--- src/design/rrrm_pkg.sv ---
`default_nettype none
package rrrm_pkg;

  localparam int ID_W  = 64;
  localparam int CL_W  = 16;
  localparam int BE_W  = 3;
  localparam int CNT_W = 4;
  localparam int CFG_W = 2;

  localparam logic [2:0] ST_FORWARDED  = 3'd0;
  localparam logic [2:0] ST_NO_BACKEND = 3'd1;
  localparam logic [2:0] ST_TABLE_FULL = 3'd2;
  localparam logic [2:0] ST_MATCHED    = 3'd3;
  localparam logic [2:0] ST_UNKNOWN    = 3'd4;
  localparam logic [2:0] ST_LINK       = 3'd5;

  localparam logic [CFG_W-1:0] CFG_BACKEND_COUNT = 2'd0;
  localparam logic [CFG_W-1:0] CFG_START_BACKEND = 2'd1;

  localparam logic [1:0] OP_LINK     = 2'd0;
  localparam logic [1:0] OP_REQUEST  = 2'd1;
  localparam logic [1:0] OP_RESPONSE = 2'd2;

  typedef enum logic [1:0] {
    K_LINK,
    K_REQ,
    K_RSP,
    K_BAD
  } kind_t;

  typedef struct packed {
    kind_t             kind;
    logic              bad_idx;
    logic [BE_W-1:0]   be;
    logic              up;
    logic [ID_W-1:0]   id;
    logic [CL_W-1:0]   client;
  } cmd_t;

  typedef struct packed {
    logic [2:0]        status;
    logic [BE_W-1:0]   be;
    logic [ID_W-1:0]   id;
    logic [CL_W-1:0]   client;
  } res_t;

  typedef struct packed {
    logic              vld;
    logic [ID_W-1:0]   new_id;
    logic [ID_W-1:0]   orig_id;
    logic [CL_W-1:0]   client;
  } ent_t;

  typedef enum logic [2:0] {
    S_CLR,
    S_IDLE,
    S_MOD,
    S_TRY,
    S_RD,
    S_CHK
  } state_t;

endpackage
`default_nettype wire

--- src/design/rrrm_front.sv ---
`default_nettype none
module rrrm_front #(
  parameter int MAX_BACKENDS = 8
) (
  input  wire logic                       clk,
  input  wire logic                       rst_n,
  input  wire logic                       hold,
  input  wire logic                       in_push,
  output logic                            in_full,
  input  wire logic [1:0]                 in_op,
  input  wire logic [rrrm_pkg::BE_W-1:0]  in_backend_index,
  input  wire logic                       in_link_up,
  input  wire logic [rrrm_pkg::ID_W-1:0]  in_message_id,
  input  wire logic [rrrm_pkg::CL_W-1:0]  in_client_handle,
  output logic                            cmd_valid,
  output rrrm_pkg::cmd_t                  cmd,
  input  wire logic                       cmd_pop
);

  rrrm_pkg::cmd_t q_r [2];
  logic           wp_r, wp_nxt, rp_r, rp_nxt;
  logic [1:0]     cnt_r, cnt_nxt;
  logic           acc;
  rrrm_pkg::cmd_t cls;

  assign in_full   = (cnt_r == 2'd2) || hold;
  assign acc       = in_push && !in_full;
  assign cmd_valid = (cnt_r != 2'd0);
  assign cmd       = q_r[rp_r];

  always_comb begin
    case (in_op)
      rrrm_pkg::OP_LINK:     cls.kind = rrrm_pkg::K_LINK;
      rrrm_pkg::OP_REQUEST:  cls.kind = rrrm_pkg::K_REQ;
      rrrm_pkg::OP_RESPONSE: cls.kind = rrrm_pkg::K_RSP;
      default:               cls.kind = rrrm_pkg::K_BAD;
    endcase
    cls.bad_idx = (32'(in_backend_index) >= MAX_BACKENDS);
    cls.be      = in_backend_index;
    cls.up      = in_link_up;
    cls.id      = in_message_id;
    cls.client  = in_client_handle;
  end

  always_comb begin
    wp_nxt  = acc ? ~wp_r : wp_r;
    rp_nxt  = (cmd_pop && cmd_valid) ? ~rp_r : rp_r;
    cnt_nxt = 2'(cnt_r + {1'b0, acc} - {1'b0, cmd_pop && cmd_valid});
  end

  always_ff @(posedge clk) begin
    if (!rst_n) begin
      wp_r  <= 1'b0;
      rp_r  <= 1'b0;
      cnt_r <= 2'd0;
    end else begin
      wp_r  <= wp_nxt;
      rp_r  <= rp_nxt;
      cnt_r <= cnt_nxt;
    end
  end

  always_ff @(posedge clk) begin
    if (acc) begin
      q_r[wp_r] <= cls;
    end
  end

endmodule
`default_nettype wire

--- config.mk ---
export PLATFORM = sky130hd
export DESIGN_NAME = rrrm_front
export DESIGN_NICKNAME = d
export VERILOG_FILES = /design/src/design/rrrm_pkg.sv /design/src/design/rrrm_front.sv
export SDC_FILE = /design/constraint.sdc
export NUM_CORES = 1
export LEC_CHECK = 0
export BUFFER_PORTS_ARGS = -buffer_cell sky130_fd_sc_hd__buf_2
export CAP_MARGIN = 10
export CORE_ASPECT_RATIO = 0.9
export CORE_MARGIN = 2
export CORE_UTILIZATION = 50
export DETAILED_ROUTE_END_ITERATION = 10
export GPL_ROUTABILITY_DRIVEN = 0
export PLACE_DENSITY = 0.77
export SYNTH_ARGS = -nofsm -noshare
export SYNTH_HDL_FRONTEND = slang
export SYNTH_SLANG_ARGS = --single-unit
--- constraint.sdc ---
create_clock -name clk -period 6.6 [get_ports clk]
set_input_delay 1.32 -clock clk [delete_from_list [all_inputs] [get_ports clk]]
set_output_delay 1.32 -clock clk [all_outputs]
set_load 0.01 [all_outputs]
# == Word level (Yosys, flattened, before mapping) ==
# Memory sizes are Yosys's and may differ from the RTL's. A register that Yosys moved wholly into a read port is not among the register bits.
# Index checks and enable logic that the tools add are counted.
# W data, S select, Z words.
# totals
mem_count,1
ram_bits,172
in_bits,91
register_bits,4
# memory_table
name,words,width,rd,rd_ports_with_merged_regs,wr,line_no,rtl
q_r,2,86,1,1,1,rrrm_front.sv:20,rrrm_pkg::cmd_t q_r [2];
# classes
add_sub_neg,2
n_eq_ne,3
n_bitwise,2
n_mux,5
n_reduce_logical,6
# op_table
operator,count
$pmux W2 S3,1
$eq A2 B2 Y1 const B,2
$mux W1,4
$add A2 B1 Y2,1
$eq A2 B1 Y1 const B,1
$logic_and A1 B1 Y1,2
$logic_not A2 Y1,1
$not A1 Y1,2
$reduce_bool A2 Y1,1
$sub A2 B1 Y2,1
$logic_not A1 Y1,1
$logic_or A1 B1 Y1,1

# == Longest topological paths before layout ==
# depth
ltp_word,6
mapped_depth,8

# == Worst setup path before layout ==
# No wires, ideal clock.
# synth_timing
path_type,input-to-reg
startpoint,input port hold
endpoint,"memory q_r[0][0] (netlist name), enable pin"
path_slack_ps,915
arrival_time_ps,5153
path_buffers,0
stages,2
setup_ps,532
cell_sequence,nand3b_1 -> nor2_1
# synth_via
elab_chain_cells,5
# synth_lines
item,line_no,rtl
"start, declared",rrrm_front.sv:7,"input wire logic hold,"
$logic_or A1 B1 Y1,rrrm_front.sv:26,assign in_full = (cnt_r == 2'd2) || hold;
$logic_not A1 Y1,rrrm_front.sv:27,assign acc = in_push && !in_full;
$logic_and A1 B1 Y1,rrrm_front.sv:27,
$mux W1,rrrm_front.sv:64,if (acc) begin
$mux W1 (not written as such),rrrm_front.sv:65,q_r[wp_r] <= cls;
"end, declared",rrrm_front.sv:20,
# No other way between the ends.

==> impl_metrics.env <==
export IMPL_antenna_left=0
export IMPL_post_cts_resized=0
export IMPL_finClkSkew_ps=4.87
export IMPL_p_clk_share_pct=35.7
export IMPL_clock_latency_ps=410
export IMPL_seq_area_um2=5270
export IMPL_multi_input_area_um2=1270
export IMPL_final_cells=668
export IMPL_synthMuxAreaShare_pct=16.9
export IMPL_grt_pass1_wl_mm=16.8
export IMPL_io_pins=180
export IMPL_cts_root_buf="clkbuf_16"
export IMPL_dp_slack_ps=2750
export IMPL_max_slew_worst_pin_slew_ps=719
export IMPL_rsz0062_at_grt="no"
export IMPL_grt_pass1_vias=3360
export IMPL_htreeDepth=4
export IMPL_hold_path_class="reg -> reg"
export IMPL_numPortBuffers=178
export IMPL_hpwl_mm=7.50
export IMPL_intPower_mw=2.33
export IMPL_dp_cells=634
export IMPL_synth_compound_area_share_pct=0.113
export IMPL_die_w_um=126
export IMPL_async_flop_share_pct=0
export IMPL_fmax_mhz=261
export IMPL_switching_share_pct=23.0
export IMPL_relSlewSlack_pct=52.1
export IMPL_hold_violations=0
export IMPL_ys_seq_area_share_pct=78.9
export IMPL_finalCritPeriodShare_pct=58.0
export IMPL_grt_util_all_layers_pct=15.8
export IMPL_max_cap_viol_count=0
export IMPL_path_class="reg -> out"
export IMPL_dr_pass1_iters=4
export IMPL_die_area_um2=14300
export IMPL_cts_made_buffers=17
export IMPL_syn_inst=298
export IMPL_holdWs_ps=509
export IMPL_ys_warn_count=0
export IMPL_status="complete, no violations"
export IMPL_vias_per_cell=4.97
export IMPL_setup_viol_count_final=0
export IMPL_postCtsSetupBuffers=0
export IMPL_crit_chain="buf_4 -> mux2_2 -> buf_2"
export IMPL_rows=40
export IMPL_area_growth_pct=25.3
export IMPL_drt_iter0_markers=196
export IMPL_total_power_mw=3.03
export IMPL_synth_area_um2=6670
export IMPL_required_ps=5280
export IMPL_synthDominantCellAreaShare_pct=77.4
export IMPL_clock_path_buffers=2
export IMPL_drv_slew=0
export IMPL_grt_max_degree=46
export IMPL_p_per_area_nw_per_um2=362
export IMPL_fin_tns_setup_ps=0
export IMPL_wl_mm=11.2
export IMPL_synth_most_common_cell="edfxtp_1"
export IMPL_leakagePower_nw=3.18
export IMPL_synth_nets=391
export IMPL_ir_worst_vdd_mv=0.206
export IMPL_pwr_share_seq_pct=45.6
export IMPL_end_kind="output port"
export IMPL_fin_crit_ps=3830
export IMPL_grt_overflow=0
export IMPL_core_um2=13200
export IMPL_synth_area_leaders="edfxtp_1 (77%), mux2_4 (9.0%), mux2_2 (7.8%)"
export IMPL_cpPeakStageDelay_ps=770
export IMPL_initial_core_util_pct=50.5
export IMPL_wire_per_inst_um=16.8
export IMPL_post_route_util_pct=63.3
export IMPL_synth_edf_count=172
export IMPL_slowest_stage="dfxtp_4"
export IMPL_synth_top_family_by_area="multiplexers"
export IMPL_synthDistinctLibCells=23
export IMPL_crit_path_start_kind="flip-flop"
export IMPL_synth_xor_area_share_pct=0.394
export IMPL_synth_simple_area_share_pct=0.994
export IMPL_comb_power_share_pct=18.7
export IMPL_antenna_cells=0
export IMPL_antenna_found_initial=2
export IMPL_clock_sinks=177
export IMPL_design_area_um2=8360
export IMPL_die_h_um=114
export IMPL_synth_area_per_cell_um2=22.4
export IMPL_cts_tree="yes"
export IMPL_vias=3319
export IMPL_path_clk_slew_ps=60
export IMPL_ys_ff_latch=177
export IMPL_drive_gt1_share_pct=59.8
export IMPL_nets=580
export IMPL_hold_buffers=0
export IMPL_switching_power_mw=0.697
export IMPL_fin_ws_ps=2770
export IMPL_nFillCells=976
export IMPL_cp_arrival_ps=2510
export IMPL_synth_commonest_cells="edfxtp_1 (172), mux2_2 (46), mux2_4 (40)"
export IMPL_synth_top_area_cell="edfxtp_1"
export IMPL_place_area_um2=7670
export IMPL_post_route_drc_count=0
export IMPL_synthAdderAreaFrac_pct=0.375
export IMPL_synth_flop_cell="edfxtp_1"
export IMPL_worstPathMaxFanout=45
-- placed cells by master (no fill, tap or decap), types with 2 or more instances in the layout --
master        n
nand2b_1      2
mux2_4       40
nor2_4        2
mux2_2       46
buf_12        2
inv_1         2
dfxtp_1       4
and2_1        2
nor2b_1       2
buf_4         3
buf_2       178
clkinv_1      4
nand2_1       2
xnor2_1       3
clkinvlp_4    2
ha_1          2
clkbuf_16    17
bufinv_16     6
edfxtp_1    172
clkbuf_1      2
-- cell type report --
class	instances	area share, %
repair buffers	183	11.4
well taps	168	2.51
clock inverters	13	2.57
flip-flops and latches	177	63.0
multi-input cells	106	15.2
clock buffers	19	5.18
inverters	2	0.0898
-- kinds of logic after synthesis --
family | after synthesis
AOI/OAI and AO/OA | 1
DFF | 177
muxes | 87
and+or+nand+nor | 12
adders and majority gates | 2
other | 1
xor gates and xnor gates | 3
buffers and inverters | 15
-- critical path, delay by kind of cell, from the launching register on --
family | cells | cell delay, ps
flip-flops | 1 | 770
multiplexers | 1 | 420
buffers and inverters | 2 | 830
-- power by group through the flow --
stage          registers (mW)  logic [mW]  clock network, mW
2_1_floorplan            1.37       0.440                  0
3_3_place_gp             1.40       0.562                  0
3_5_place_dp             1.41       0.570                  0
4_1_cts                  1.38       0.572               1.10
5_1_grt                  1.39       0.608               1.15
6_report                 1.38       0.567               1.08
-- registers in the layout (all words and copies together), names as in the netlist, named ones only --
signal and cells:
cnt_r 2, rp_r 1, q_r 172, wp_r 1
-- final timing paths --
path	cells past startpoint	slack [ps]	startpoint	end
worst max-delay path	3	2770	flip-flop	cmd[10]
worst min-delay path	2	510	wp_r	wp_r
worst max register to register	5	4220	cnt_r[0]	q_r[1][2]
worst min register to register	2	510	wp_r	wp_r
-- per-layer routing --
metal  wire length [um]  global-route usage, %  vias up
met2               5380                   24.6      138
met1               4680                   19.0     1619
met3               1030                   7.60       15
li1                   -                      -     1543
met4                107                   6.59        4
met5                 24                      0        -
No activity file was read; power rests on OpenSTA's default activity.
